File: src/hw/rtl/lsg_grid_axis.sv
// Serial builder of the grid node positions along one image axis.
module lsg_grid_axis #(
  parameter int COUNT = 8,
  parameter int DW = 12
) (
  input  logic                      clk,
  input  logic                      rst_n,
  input  logic                      start,
  input  logic [DW-1:0]             size_m1,
  output logic                      busy,
  output logic [COUNT-1:0][DW-1:0]  nodes
);
  localparam int RW = $clog2(COUNT);
  localparam int IW = $clog2(COUNT);
  localparam int DIV_I = COUNT - 1;
  localparam int KS = DW + RW;
  localparam int MW = KS + 1;
  localparam int PRW = DW + MW;
  localparam logic [MW-1:0] RECIP =
    MW'(((64'd1 << KS) + 64'(DIV_I) - 64'd1) / 64'(DIV_I));
  localparam logic [RW:0] DIV = (RW + 1)'(DIV_I);
  localparam logic [1:0] ST_IDLE = 2'd0;
  localparam logic [1:0] ST_DIV = 2'd1;
  localparam logic [1:0] ST_STEP = 2'd2;

  logic [1:0] state_r;
  logic [RW-1:0] rem_r;
  logic [DW-1:0] q0_r;
  logic [DW-1:0] acc_q_r;
  logic [RW-1:0] acc_r_r;
  logic [IW-1:0] idx_r;
  logic [COUNT-1:0][DW-1:0] nodes_r;

  logic [PRW-1:0] prod_q;
  logic [DW-1:0] quo;
  logic [DW-1:0] rem_full;
  logic [RW:0] sum_r;
  logic [DW-1:0] step_q;

  assign prod_q = PRW'(size_m1) * PRW'(RECIP);
  assign quo = DW'(prod_q >> KS);
  assign rem_full = size_m1 - quo * DW'(DIV_I);
  assign sum_r = {1'b0, acc_r_r} + {1'b0, rem_r};
  assign step_q = acc_q_r + q0_r;

  always_ff @(posedge clk) begin
    if (!rst_n || start) begin
      state_r <= ST_DIV;
      nodes_r[0] <= '0;
    end else begin
      case (state_r)
        ST_DIV: begin
          q0_r <= quo;
          rem_r <= RW'(rem_full);
          state_r <= ST_STEP;
          idx_r <= IW'(1);
          acc_q_r <= '0;
          acc_r_r <= '0;
        end
        ST_STEP: begin
          if (sum_r >= DIV) begin
            acc_r_r <= RW'(sum_r - DIV);
            acc_q_r <= step_q + DW'(1);
            nodes_r[idx_r] <= step_q + DW'(1);
          end else begin
            acc_r_r <= RW'(sum_r);
            acc_q_r <= step_q;
            nodes_r[idx_r] <= step_q;
          end
          if (idx_r == IW'(COUNT - 1)) begin
            state_r <= ST_IDLE;
          end else begin
            idx_r <= idx_r + IW'(1);
          end
        end
        default: state_r <= ST_IDLE;
      endcase
    end
  end

  assign busy = (state_r != ST_IDLE);
  assign nodes = nodes_r;

endmodule

File: config.mk
export PLATFORM = sky130hd
export DESIGN_NAME = lsg_grid_axis
export DESIGN_NICKNAME = d
export VERILOG_FILES = /design/src/hw/rtl/lsg_grid_axis.sv
export SDC_FILE = /design/constraint.sdc
export NUM_CORES = 1
export LEC_CHECK = 0
export BUFFER_PORTS_ARGS = -buffer_cell sky130_fd_sc_hd__buf_2
export CAP_MARGIN = 10
export CORE_ASPECT_RATIO = 1.4
export CORE_UTILIZATION = 30
export CTS_BUF_LIST = sky130_fd_sc_hd__clkbuf_4 sky130_fd_sc_hd__clkbuf_8
export CTS_CLUSTER_DIAMETER = 150
export DETAILED_ROUTE_END_ITERATION = 10
export HOLD_SLACK_MARGIN = 0.1
export PLACE_DENSITY_LB_ADDON = 0.05
export SETUP_SLACK_MARGIN = 0.15
export SYNTH_ARGS = -nofsm -noshare
export SYNTH_HDL_FRONTEND = slang
export SYNTH_SLANG_ARGS = --single-unit
File: constraint.sdc
create_clock -name clk -period 11.3 [get_ports clk]
set_input_delay 1.695 -clock clk [delete_from_list [all_inputs] [get_ports clk]]
set_output_delay 1.695 -clock clk [all_outputs]
set_load 0.005 [all_outputs]
======== Word level (Yosys, flattened, before mapping) ========
Cells that the tools add are included.
cells by class
  add/subtract/negate cells ............... 6
  $mul .................................... 2
  divide/modulo/power cells ............... 0
  $lt $le $gt $ge ......................... 3
  equality and inequality tests ........... 5
  shifts and indexed selects .............. 0
  multiplexer cells ....................... 13
  bitwise gates (word level) .............. 1
  reductions and logical operators ........ 9
operator list
  cell                      count
  $bwmux W96                2
  $mux W96                  1
  $demux W12 S3             1
  $mul A12 B12 Y24 const B  1
  $mux W12                  2
  $pmux W12 S2              1
  $add A12 B1 Y12 const B   1
  $add A12 B10 Y12          1
  $pmux W3 S2               2
  $mul A10 B3 Y3 const B    1
  $mux W3                   2
  $reduce_and A2 Y1         3
  $add A3 B3 Y4             1
  $ge A4 B3 Y1 const B      1
  $lt A3 B4 Y1 const B      1
  $ne A2 B2 Y1 const B      2
  $pmux W2 S2               1
  $reduce_bool A2 Y1        2
  $add A3 B1 Y3 const B     1
  $eq A3 B3 Y1 const B      1
  $ge A3 B1 Y1 const B      1
  $reduce_and A3 Y1         1
  $sub A3 B3 Y3             1
  $sub A3 B3 Y3 const B     1
  7 further kinds           7
storage, ports and cells
  bits in registers ....................... 129
  bits in latches ......................... 0
  RAM bits ................................ 0
  bits in read-only memories .............. 0
  input bits .............................. 15
  output and inout bits ................... 97
  word-level logic and storage cells ...... 53
  memories kept ........................... 0

======== Depth between registers and ports, before layout ========
  word-level depth ........................ 6
  mapped depth ............................ 18

======== Worst setup path before layout ========
Ideal clock, no wire load.
  path type ............................... input -> register
  from .................................... input port size_m1[1]
  to ...................................... register rem_r[2], data pin
  setup time .............................. 262 ps
  arrival time ............................ 5813 ps
  setup slack ............................. 5225 ps
  stages on the path ...................... 17
  buffers on the path ..................... 0
  cell sequence ........................... ha_1 fa_1 fa_1 inv_1 fa_1 inv_1 ha_1 a21o_1 a221oi_1 o21a_1 xnor2_1 ha_1 inv_1 fa_1 xnor2_1 xnor2_1 xnor2_1
between the ends
  word-level cells in the longest chain between the ends .. 3
RTL lines
  item                  line  text
  start, declared       9     input logic [DW-1:0] size_m1,
  $mul A12 B12 Y24      40    assign prod_q = PRW'(size_m1) * PRW'(RECIP);
  $mul A10 B3 Y3        42    assign rem_full = size_m1 - quo * DW'(DIV_I);
  $sub A3 B3 Y3 (*)     42
  net rem_full[2]       36    logic [DW-1:0] rem_full;
  end signal, assigned  54    rem_r <= RW'(rem_full);
  end, declared         27    logic [RW-1:0] rem_r;
The timed path passes the listed nets; every way through them passes the cells marked *.
A chain may end at the register's enable or synchronous reset.

======== Worst setup path after layout ========
Ends and elaborated chain as after synthesis.

==> results.json <==
{
  "outcome": "complete, no violations",
  "nets": 878,
  "yosys-top-cells-area": "edfxtp_1 47%, ha_1 16%, nor2_1 6.5%",
  "cp-start-kind": "input port",
  "synth_top_area_share_pct": 46.6,
  "via_count": 4943,
  "yosys.cell_types.count": 51,
  "pre_cts_ws_ps": 4690,
  "maxCapViolCount": 0,
  "drv_slew": 0,
  "grt_max_degree": 19,
  "end_kind": "register",
  "fmax_ghz": 0.163,
  "yosys_warnings": 0,
  "synth_ff_type": "edfxtp_1",
  "antenna_found_initial": 0,
  "clock_path_buffers": 2,
  "layout_common_cells": "128 x nor2_1, 115 x edfxtp_1, 111 x buf_2",
  "met3_length_um": 630,
  "cts.sink_count": 129,
  "synthArstFlopShare_pct": 0,
  "worstHoldPathType": "register to register",
  "final_common_cell": "nor2_1",
  "yosysSeqAreaShare_pct": 50.4,
  "antenna_left": 0,
  "htree_num_levels": 4,
  "critPathRequiredTime_ps": 11500,
  "slowest_stage": "fa_1",
  "die_area_mm2": 0.0253,
  "syn_area_per_cell_um2": 11.8,
  "drt-initial-drc-count": 224,
  "cp.arrival_ps": 6320,
  "clk_latency_ps": 450,
  "num_rows": 67,
  "synthToLayoutAreaGrowth_pct": 18.4,
  "drcViolationCount": 0,
  "irDropWorstVdd_mv": 0.0916,
  "power_uw": 1620,
  "top_layer_used": "met4",
  "die_w_um": 135,
  "die_h_um": 188,
  "power_density_mw_per_mm2": 185,
  "fillers": 2407,
  "grt.total_usage_pct": 14.6,
  "clkSlewWorstSetupHoldPaths_ps": 70,
  "syn_area_mm2": 0.00741,
  "fin_worst_skew_ps": 12.3,
  "core_area_mm2": 0.0241,
  "wire_per_inst_um": 16.7,
  "holdBufCountCts": 0,
  "dpl.hpwl_mm": 13.7,
  "synth_enable_flop_cells": 115,
  "wl_met1_mm": 7.01,
  "slew-limit-headroom_pct": 26.8,
  "fin_crit_sh_pct": 54.2,
  "clockRootBuffer": "clkbuf_8",
  "setup_viol": 0,
  "initial_core_util_pct": 30.8,
  "cts_tree": "yes",
  "hold_violations": 0,
  "io_pins": 112,
  "diodes": 0,
  "routed_wl_mm": 17.9,
  "syn_nets": 759,
  "drt_first_pass_iters": 4,
  "met2WireLength_mm": 9.86,
  "crit_chain": "buf_2 -> ha_1 -> fa_1 -> fa_1 -> inv_1 -> fa_1 -> inv_1 -> ha_1 -> a21o_1 -> a221oi_1 -> o21a_1 -> xnor2_1 -> ha_1 -> inv_1 -> fa_1 -> xnor2_1 -> xnor2_1 -> xnor2_1",
  "cellLeakagePower_uw": 0.00376,
  "io_buffers": 111,
  "period_minus_slack_ps": 6120,
  "gp_congestion": 0.792,
  "max_stage_delay_ps": 550,
  "placed_cell_area_mm2": 0.00834,
  "drive_above_1_share_pct": 22.0,
  "numCtsBuffers": 17,
  "worstPathMaxFanout": 6,
  "grt_pass1_vias": 5128,
  "ys_ff_latch": 129,
  "fin_tns_setup_ps": 0,
  "setup_ws_ps": 5180,
  "worst-setup-path-type": "input port to register",
  "rsz0062_at_grt": "no",
  "grt_pass1_wl_mm": 27.7,
  "postCtsSetupBuffers": 0,
  "cts_resized": 0,
  "worst_slew_pin_slew_ps": 1090,
  "final_area_mm2": 0.00877,
  "grt_overflow": 0,
  "postSynthCellCount": 630,
  "yosysTopAreaCell": "edfxtp_1",
  "viasPerCell": 4.61
}
==> flip-flops by register name, indices dropped and copies added (netlist names) <==
| signal | flops |
|---|---|
| rem_r | 3 |
| acc_r_r | 3 |
| nodes | 96 |
| q0_r | 10 |
| idx_r | 3 |
| state_r | 2 |
| acc_q_r | 12 |
==> critical path, delay by kind of cell <==
family,cells,cell delay (ps)
xor gates and xnor gates,4,620
AOI/OAI and AO/OA,3,870
adders and majority gates,7,2840
buffers and inverters,4,280
==> layer usage <==
layer	GRT usage (%)	vias up
li1	-	2433
met1	15.0	2381
met2	28.7	106
met3	2.65	23
met4	5.49	0
met5	0	-
==> final timing paths <==
| check | endpoint | slack, ps | start | depth (start not counted) |
|---|---|---|---|---|
| max | rem_r[2] | 5180 | size_m1[1] | 18 |
| min | nodes[9] | 500 | nodes[9] | 2 |
| max reg2reg | nodes[23] | 7800 | rem_r[0] | 9 |
| min reg2reg | nodes[9] | 500 | nodes[9] | 2 |
==> cell families (layout without fill, tap and decap cells) <==
kind of cell             count (synthesis)  count (layout)  synth area share [%]
AO/OA/AOI/OAI                           73              73                  6.39
XOR/XNOR                                38              38                  5.20
adder cells (fa/ha/maj)                114             114                  21.4
buffers and inverters                   71             203                  3.65
flip-flops                             129             129                  50.4
multiplexers                             3               3                 0.405
AND/OR/NAND/NOR                        202             202                  12.6
==> layout make-up <==
type                       count  area, um2  share of cell area [%]
sequential                   129       3730                    42.6
timing repair buffer         117        601                    6.85
clock inverter                15        191                    2.18
multi-input combinational    430       3420                    39.0
inverter                      54        203                    2.31
clock buffer                  17        234                    2.67
tap                          310        388                    4.42
==> synthesized netlist by cell type, types with 6 or more instances <==
cell	number
o21ai_0	11
and2_1	7
a211oi_1	8
xnor2_1	19
inv_1	53
nand2_1	22
nor2_1	128
fa_1	21
a21oi_1	21
a21o_1	10
dfxtp_1	14
ha_1	93
xor2_1	12
xor2_2	6
nand3_1	6
clkbuf_1	16
edfxtp_1	115
==> report_power, final <==
group | leakage [uW] | switching (uW) | total [uW] | internal (uW)
combinational | 0.00237 | 381 | 627 | 246
clock | 0.000198 | 191 | 429 | 238
sequential | 0.00119 | 7.47 | 566 | 559
==> metrics by stage <==
| step | util [%] | std cells | hold WS [ps] |
|---|---|---|---|
| 4_1_cts | 36.4 | 1072 | 505 |
| 2_1_floorplan | - | 630 | 479 |
| 5_1_grt | 36.4 | 1072 | 528 |
| 3_5_place_dp | 34.7 | 1040 | 494 |
| 6_report | 36.4 | 1072 | 502 |
| 3_3_place_gp | 34.7 | 1040 | 480 |
(Power assumes the default switching activity.)
