### src/hw/rtl/lsg_div.sv
// Pipelined restoring divider that yields one quotient bit per stage.
module lsg_div #(
  parameter int NW = 37,
  parameter int DEN_W = 24,
  parameter int QW = 11,
  parameter int SIDE_W = 16
) (
  input  logic              clk,
  input  logic              rst_n,
  input  logic              en,
  input  logic              in_valid,
  input  logic [NW-1:0]     num,
  input  logic [DEN_W-1:0]  den,
  input  logic [SIDE_W-1:0] side_in,
  output logic              out_valid,
  output logic [QW-1:0]     quot,
  output logic [SIDE_W-1:0] side_out
);
  logic              v_r [QW];
  logic [NW-1:0]     rem_r [QW];
  logic [DEN_W-1:0]  den_r [QW];
  logic [QW-1:0]     q_r [QW];
  logic [SIDE_W-1:0] side_r [QW];

  for (genvar s = 0; s < QW; s++) begin : g_stage
    localparam int K = QW - 1 - s;
    logic              v_in;
    logic [NW-1:0]     rem_in;
    logic [DEN_W-1:0]  den_in;
    logic [QW-1:0]     q_in;
    logic [SIDE_W-1:0] side_sel;
    logic [NW-1:0]     shifted;
    logic              ge;

    if (s == 0) begin : g_first
      assign v_in = in_valid;
      assign rem_in = num;
      assign den_in = den;
      assign q_in = '0;
      assign side_sel = side_in;
    end else begin : g_next
      assign v_in = v_r[s-1];
      assign rem_in = rem_r[s-1];
      assign den_in = den_r[s-1];
      assign q_in = q_r[s-1];
      assign side_sel = side_r[s-1];
    end

    assign shifted = NW'(den_in) << K;
    assign ge = (rem_in >= shifted);

    always_ff @(posedge clk) begin
      if (!rst_n) begin
        v_r[s] <= 1'b0;
      end else if (en) begin
        v_r[s] <= v_in;
      end
    end

    always_ff @(posedge clk) begin
      if (en) begin
        rem_r[s] <= ge ? (rem_in - shifted) : rem_in;
        q_r[s] <= ge ? (q_in | (QW'(1) << K)) : q_in;
        den_r[s] <= den_in;
        side_r[s] <= side_sel;
      end
    end
  end

  assign out_valid = v_r[QW-1];
  assign quot = q_r[QW-1];
  assign side_out = side_r[QW-1];

endmodule

### config.mk
export PLATFORM = sky130hd
export DESIGN_NAME = lsg_div
export DESIGN_NICKNAME = d
export VERILOG_FILES = /design/src/hw/rtl/lsg_div.sv
export SDC_FILE = /design/constraint.sdc
export NUM_CORES = 1
export LEC_CHECK = 0
export BUFFER_PORTS_ARGS = -buffer_cell sky130_fd_sc_hd__buf_2
export CORE_ASPECT_RATIO = 1.25
export CORE_MARGIN = 2
export CORE_UTILIZATION = 35
export DETAILED_ROUTE_END_ITERATION = 6
export SLEW_MARGIN = 20
export SYNTH_ARGS = -nofsm -noshare
export SYNTH_HDL_FRONTEND = slang
export SYNTH_SLANG_ARGS = --single-unit
### constraint.sdc
create_clock -name clk -period 3.7 [get_ports clk]
set_input_delay 0.185 -clock clk [delete_from_list [all_inputs] [get_ports clk]]
set_output_delay 0.185 -clock clk [all_outputs]
set_load 0.02 [all_outputs]
== Word-level counts from Yosys, hierarchy flattened ==
Memory sizes are Yosys's and may differ from the RTL's.
Index checks and enable logic that the tools add are counted.
Operators by class
  add/sub/neg operators: 11
  $lt $le $gt $ge: 11
  multiplexer cells: 38
  bitwise gates (word level): 11
Operators by type and width (count)
  two-way mux 37 bit: 11
  >= comparator 37 x 24 -> 1 bit: 1
  >= comparator 37 x 25 -> 1 bit: 1
  >= comparator 37 x 26 -> 1 bit: 1
  >= comparator 37 x 27 -> 1 bit: 1
  >= comparator 37 x 28 -> 1 bit: 1
  >= comparator 37 x 29 -> 1 bit: 1
  >= comparator 37 x 30 -> 1 bit: 1
  >= comparator 37 x 31 -> 1 bit: 1
  >= comparator 37 x 32 -> 1 bit: 1
  >= comparator 37 x 33 -> 1 bit: 1
  >= comparator 37 x 34 -> 1 bit: 1
  subtractor 37 x 24 -> 37 bit: 1
  subtractor 37 x 25 -> 37 bit: 1
  subtractor 37 x 26 -> 37 bit: 1
  subtractor 37 x 27 -> 37 bit: 1
  subtractor 37 x 28 -> 37 bit: 1
  subtractor 37 x 29 -> 37 bit: 1
  subtractor 37 x 30 -> 37 bit: 1
  subtractor 37 x 31 -> 37 bit: 1
  subtractor 37 x 32 -> 37 bit: 1
  subtractor 37 x 33 -> 37 bit: 1
  subtractor 37 x 34 -> 37 bit: 1
  two-way mux 1 bit: 17
  other kinds (11): 21
Word-level totals
  bits in registers: 0
  bits in writable memories: 979
  bits of input ports: 81
  output and inout port bits: 28
  memories kept: 5
Memories
  rem_r: depth 11, bits a word 37, rd ports 10, clocked after memory_dff 0, wr ports 11, line 20  | logic [NW-1:0] rem_r [QW];
  den_r: depth 11, bits a word 24, rd ports 10, clocked after memory_dff 0, wr ports 11, line 21  | logic [DEN_W-1:0] den_r [QW];
  side_r: depth 11, bits a word 16, rd ports 11, clocked after memory_dff 0, wr ports 11, line 23  | logic [SIDE_W-1:0] side_r [QW];
  q_r: depth 11, bits a word 11, rd ports 11, clocked after memory_dff 0, wr ports 11, line 22  | logic [QW-1:0] q_r [QW];
  v_r: depth 11, bits a word 1, rd ports 11, clocked after memory_dff 0, wr ports 11, line 19  | logic v_r [QW];

== Depth between registers and ports, before layout ==
  word-level depth: 4
  gate-level depth with buffers: 15
  gate-level depth less buffers: 13

== Worst setup path before layout ==
No wires, ideal clock.
  path type: flip-flop to flip-flop
  start point: memory rem_r[4][5]
  end point: memory rem_r[5][31] (data pin)
  library setup time: 258 ps
  arrival: 2872 ps
  required time: 3442 ps
  path slack: 570 ps
  cell stages (with the launch flop): 14
  buffers on the path: 0
  clock period less this slack: 3130 ps
  path through: edfxtp_1 -> inv_1 -> ha_1 -> inv_1 -> fa_1 -> a21o_1 -> a21oi_1 -> o21ai_0 -> o2bb2ai_1 -> o31ai_1 -> o21bai_1 -> a2111oi_0 -> nand3_1 -> xnor2_1
RTL lines (line)
  from (decl): 20

==> results.md <==
* Count of flip-flops with a built-in enable after synthesis at 862
* Std-Cell Rows at 145
* Clock buffers created by TritonCTS at 93
* Global-route wire length before repair at 147000 um
* Setup Skew at 0.0284 ns
* Tightest Pin Transition at 0.742 ns
* Share of async-settable or async-resettable flops after synthesis at 0%
* Crit start category: register
* Sinks on Clock Net at 863
* Number of levels the H-tree was split into at 3
* Max IR drop VDD at 0.000318 V
* Floorplan core area at 0.125 sq mm
* Number of antenna violations at the first check in global routing at 0
* Instance count along the most critical hold path at 1
* Max Cap Violations at 0
* Clock edge transition at the registers on the reported setup and hold paths at 0.06 ns
* Top-level I/O count at 109
* Clock group share of total power at 25.6%
* DIE WIDTH at 322 um
* RSZ-0062 raised after global routing: no
* Mean instance size in the synthesized netlist at 11.8 sq um
* Post-route non-filler standard cell count at 5768
* Post-route fraction of the period consumed by the critical path at 97.1%
* PD cells at 695 mW/mm^2
* Hold violation count in the final report at 0
* Largest net degree at the start of global routing at 86
* Status: finished clean
* N_diodes at 0
* Total die area at 0.129 sq mm
* Final std cell area, no fill at 0.0517 sq mm
* TritonCTS clock tree: yes
* Post-layout net count at 4429
* Critical path type: register to register
* Met2 Track Usage GR at 26.3%
* Data required time of the worst path at 4.14 ns
* Setup-violating endpoint count in the final report at 0
* Critical path endpoint category: register
* Total length of routed wires at 92200 um
* Post-route ant nets at 0
* Share of layout cells above drive strength 1 at 11.6%
* Met1 Resource Use GR at 15.0%
* End of the worst register-to-register path: rem_r[9][31]
* Static leakage power at 20.2 nW
* M3 GR Usage at 2.27%
* Relative contribution of sequential cells to total power at 40.2%
* Netlist area before placement at 0.0441 sq mm
* Portion of the post-synthesis area used by sequential elements at 58.7%
* IO buf count at 108
* Worst Path Max Fanout at 3
* Number of cells after detailed placement at 5513
* Chip Height at 401 um
* Iteration-0 DRC Markers at 1830
* Slew margin rel. at 50.1%
* GRT busiest layer: met2
* Signal arrival time at the worst endpoint at 4.03 ns
* Area post-placement at 0.0477 sq mm
* Tightest Hold Check Type: input port to register
* Clock Path Buffers at 3
* Combinational power share at 34.2%
* R2R depth at 13
* Root cell of the clock tree: sky130_fd_sc_hd__clkbuf_16
* Vias in the first global route at 29.0k
* Number of synthesis warnings at 0
* Routed WL per cell at 16.0 um
* Vias per cell at 4.94
* Residual DRC at 0
* Half-perimeter wire length of the detailed placement result at 70400 um
* Flop and latch count out of synthesis at 863
* Filler Cells Inserted at 11.7k
* Net count of the mapped netlist at 4087
* Highest Clock Rate at 278 MHz
* Weighted congestion reported at the end of routability-driven placement at 0.903
* Pins over their slew limit at 0
* Post-placement setup slack at -0.209 ns
* Sw Ratio at 33.0%
* Post-layout min period at 3.59 ns
* All-layer global routing usage at 14.3%
* Area Overhead vs Synth at 17.1%
* Utilization after layout at 41.4%
* Synth Flop Type: sky130_fd_sc_hd__edfxtp_1
* Commonest non-fill, non-tap cells in the layout: 862 x sky130_fd_sc_hd__edfxtp_1, 335 x sky130_fd_sc_hd__inv_1, 289 x sky130_fd_sc_hd__a21oi_1, 280 x sky130_fd_sc_hd__nand2_1, 263 x sky130_fd_sc_hd__ha_1
* Global-route congestion overflow total at 0
* R2R Setup Slk at 0.11 ns
* Skew-Pair Late Insertion Delay at 0.70 ns
* Synthesized netlist cell count at 3732
* Leading cell type in the layout, fill and taps excluded: sky130_fd_sc_hd__edfxtp_1
* Via count of the routed design at 28.5k
* Hold endpoint: den_r[7][1]
* Starting density of the core at 35.3%
* Hold_sp: en
* Launching point of the worst reg2reg path: den_r[8][0]
* Total iterations of the first detailed-routing run at 5
* Power Internal at 24.1 mW
* Count of distinct cell types in the synthesized netlist at 81
* Net load switching power at 11.8 mW
* Worst path setup slack after routing at 0.107 ns
==> cell usage after synthesis (6+ instances only) <==
library cell                count  share of area (%)
sky130_fd_sc_hd__a2111oi_0     15               0.30
sky130_fd_sc_hd__a211o_1        8               0.16
sky130_fd_sc_hd__a211oi_1      21               0.36
sky130_fd_sc_hd__a21boi_0      16               0.27
sky130_fd_sc_hd__a21o_1       109                1.9
sky130_fd_sc_hd__a21oi_1      289                3.3
sky130_fd_sc_hd__a311oi_1       6               0.12
sky130_fd_sc_hd__a31o_2        12               0.24
sky130_fd_sc_hd__a31oi_1       28               0.40
sky130_fd_sc_hd__and2_1        13               0.18
sky130_fd_sc_hd__and3_1        38               0.54
sky130_fd_sc_hd__buf_1          6              0.051
sky130_fd_sc_hd__buf_2         20               0.23
sky130_fd_sc_hd__clkbuf_1      55               0.47
sky130_fd_sc_hd__edfxtp_1     862                 59
sky130_fd_sc_hd__fa_1          10               0.45
sky130_fd_sc_hd__ha_1         264                7.5
sky130_fd_sc_hd__inv_1        335                2.8
sky130_fd_sc_hd__mux2_2        44                1.1
sky130_fd_sc_hd__nand2_1      280                2.4
sky130_fd_sc_hd__nand2b_1      38               0.54
sky130_fd_sc_hd__nand3_1       64               0.73
sky130_fd_sc_hd__nand3b_1       6               0.10
sky130_fd_sc_hd__nand4_1       47               0.67
sky130_fd_sc_hd__nand4b_1      15               0.30
sky130_fd_sc_hd__nor2_1       240                2.0
sky130_fd_sc_hd__nor2b_1       48               0.68
sky130_fd_sc_hd__nor3_1        55               0.62
sky130_fd_sc_hd__nor4_1        40               0.57
sky130_fd_sc_hd__nor4b_1        9               0.18
sky130_fd_sc_hd__o2111ai_1      7               0.14
sky130_fd_sc_hd__o211ai_1      17               0.29
sky130_fd_sc_hd__o21a_1        39               0.66
sky130_fd_sc_hd__o21ai_0      235                2.7
sky130_fd_sc_hd__o21bai_1      22               0.37
sky130_fd_sc_hd__o31a_1        10               0.20
sky130_fd_sc_hd__o31ai_1       22               0.37
sky130_fd_sc_hd__o41ai_1        6               0.12
sky130_fd_sc_hd__or2_2         15               0.21
sky130_fd_sc_hd__or3_1         20               0.28
sky130_fd_sc_hd__or4_1         14               0.24
sky130_fd_sc_hd__xnor2_1      149                3.0
sky130_fd_sc_hd__xor2_1       111                2.2
==> how the worst max path moves through the flow <==
| stage | from | end | slack, ns | cells past startpoint |
|---|---|---|---|---|
| 3_5_place_dp | rem_r[3][28] | rem_r[4][35] | -0.21 | 10 |
| 5_1_grt | den_r[1][0] | rem_r[2][36] | 0.002 | 11 |
| 4_1_cts | den_r[2][0] | rem_r[3][34] | 0.02 | 12 |
| 6_report | den_r[8][0] | rem_r[9][31] | 0.11 | 13 |
| 2_1_floorplan | rem_r[4][5] | rem_r[5][31] | 0.57 | 13 |
| 3_3_place_gp | rem_r[3][28] | rem_r[4][35] | -0.24 | 10 |
==> kinds of logic after synthesis <==
group | synth area share [%]
flops | 58.7
simple gates | 10.6
fa+ha+maj | 7.94
buf+inv | 3.62
xor+xnor | 5.16
compound gates | 12.8
mux | 1.21
==> sequential cells by signal (all words and copies together), names as in the netlist <==
signal  cells
den_r     240
q_r        66
rem_r     370
side_r    176
v_r        11
==> metal layers <==
layer / part of all wire (%) / vias up
met5: 0 / -
met4: 6.3 / 0
met3: 3.2 / 241
met2: 51 / 583
met1: 39 / 13211
li1: - / 14481
==> power groups by stage <==
stage / clock (mW) / sequential [mW] / combinational [mW]
after detailed placement: 0 / 14.7 / 12.1
after global routing: 9.90 / 14.7 / 13.8
after global placement: 0 / 14.7 / 12.0
final: 9.20 / 14.5 / 12.3
after floorplan: 0 / 14.2 / 8.99
after CTS: 9.52 / 14.5 / 12.3
==> through the flow <==
step                      hold WS (ns)  power, mW  TNS, ns
final                           0.0436       35.9        0
after floorplan                  0.284       23.2        0
after global routing            0.0392       38.3        0
after detailed placement         0.363       26.8    -1.32
after global placement           0.361       26.7   -0.946
after CTS                      0.00568       36.2        0
==> worst max-delay path: stages, from the launching register on <==
cell and delay, ns:
sky130_fd_sc_hd__edfxtp_1 0.40, sky130_fd_sc_hd__ha_1 0.22, sky130_fd_sc_hd__inv_1 0.08, sky130_fd_sc_hd__fa_1 0.20
sky130_fd_sc_hd__a21o_1 0.12, sky130_fd_sc_hd__a21oi_1 0.09, sky130_fd_sc_hd__o21ai_0 0.39, sky130_fd_sc_hd__a31oi_1 0.25
sky130_fd_sc_hd__o31ai_1 0.45, sky130_fd_sc_hd__a31o_2 0.27, sky130_fd_sc_hd__nand2_1 0.09, sky130_fd_sc_hd__a2111oi_1 0.52
sky130_fd_sc_hd__buf_4 0.22, sky130_fd_sc_hd__xor2_1 0.06
==> area by class of cell <==
cell class,count,area [sq um],area share (%)
clock buffer,111,2390,4.63
inverter,336,1260,2.44
timing repair buffer,328,2650,5.13
tap,1617,2020,3.91
multi-input combinational,2452,16800,32.4
clock inverter,61,696,1.35
sequential,863,25900,50.1
==> timing repair <==
action | 4_1_cts | 5_1_grt
gates cloned | 1 | 0
endpoints found under the setup margin | 20 | 40
hold buffers | 81 | 0
pin swaps | 1 | 4
buffers inserted | 0 | 1
endpoints found under the hold margin | 88 | 0
gates resized for setup | 2 | 17
(Power assumes the default switching activity.)
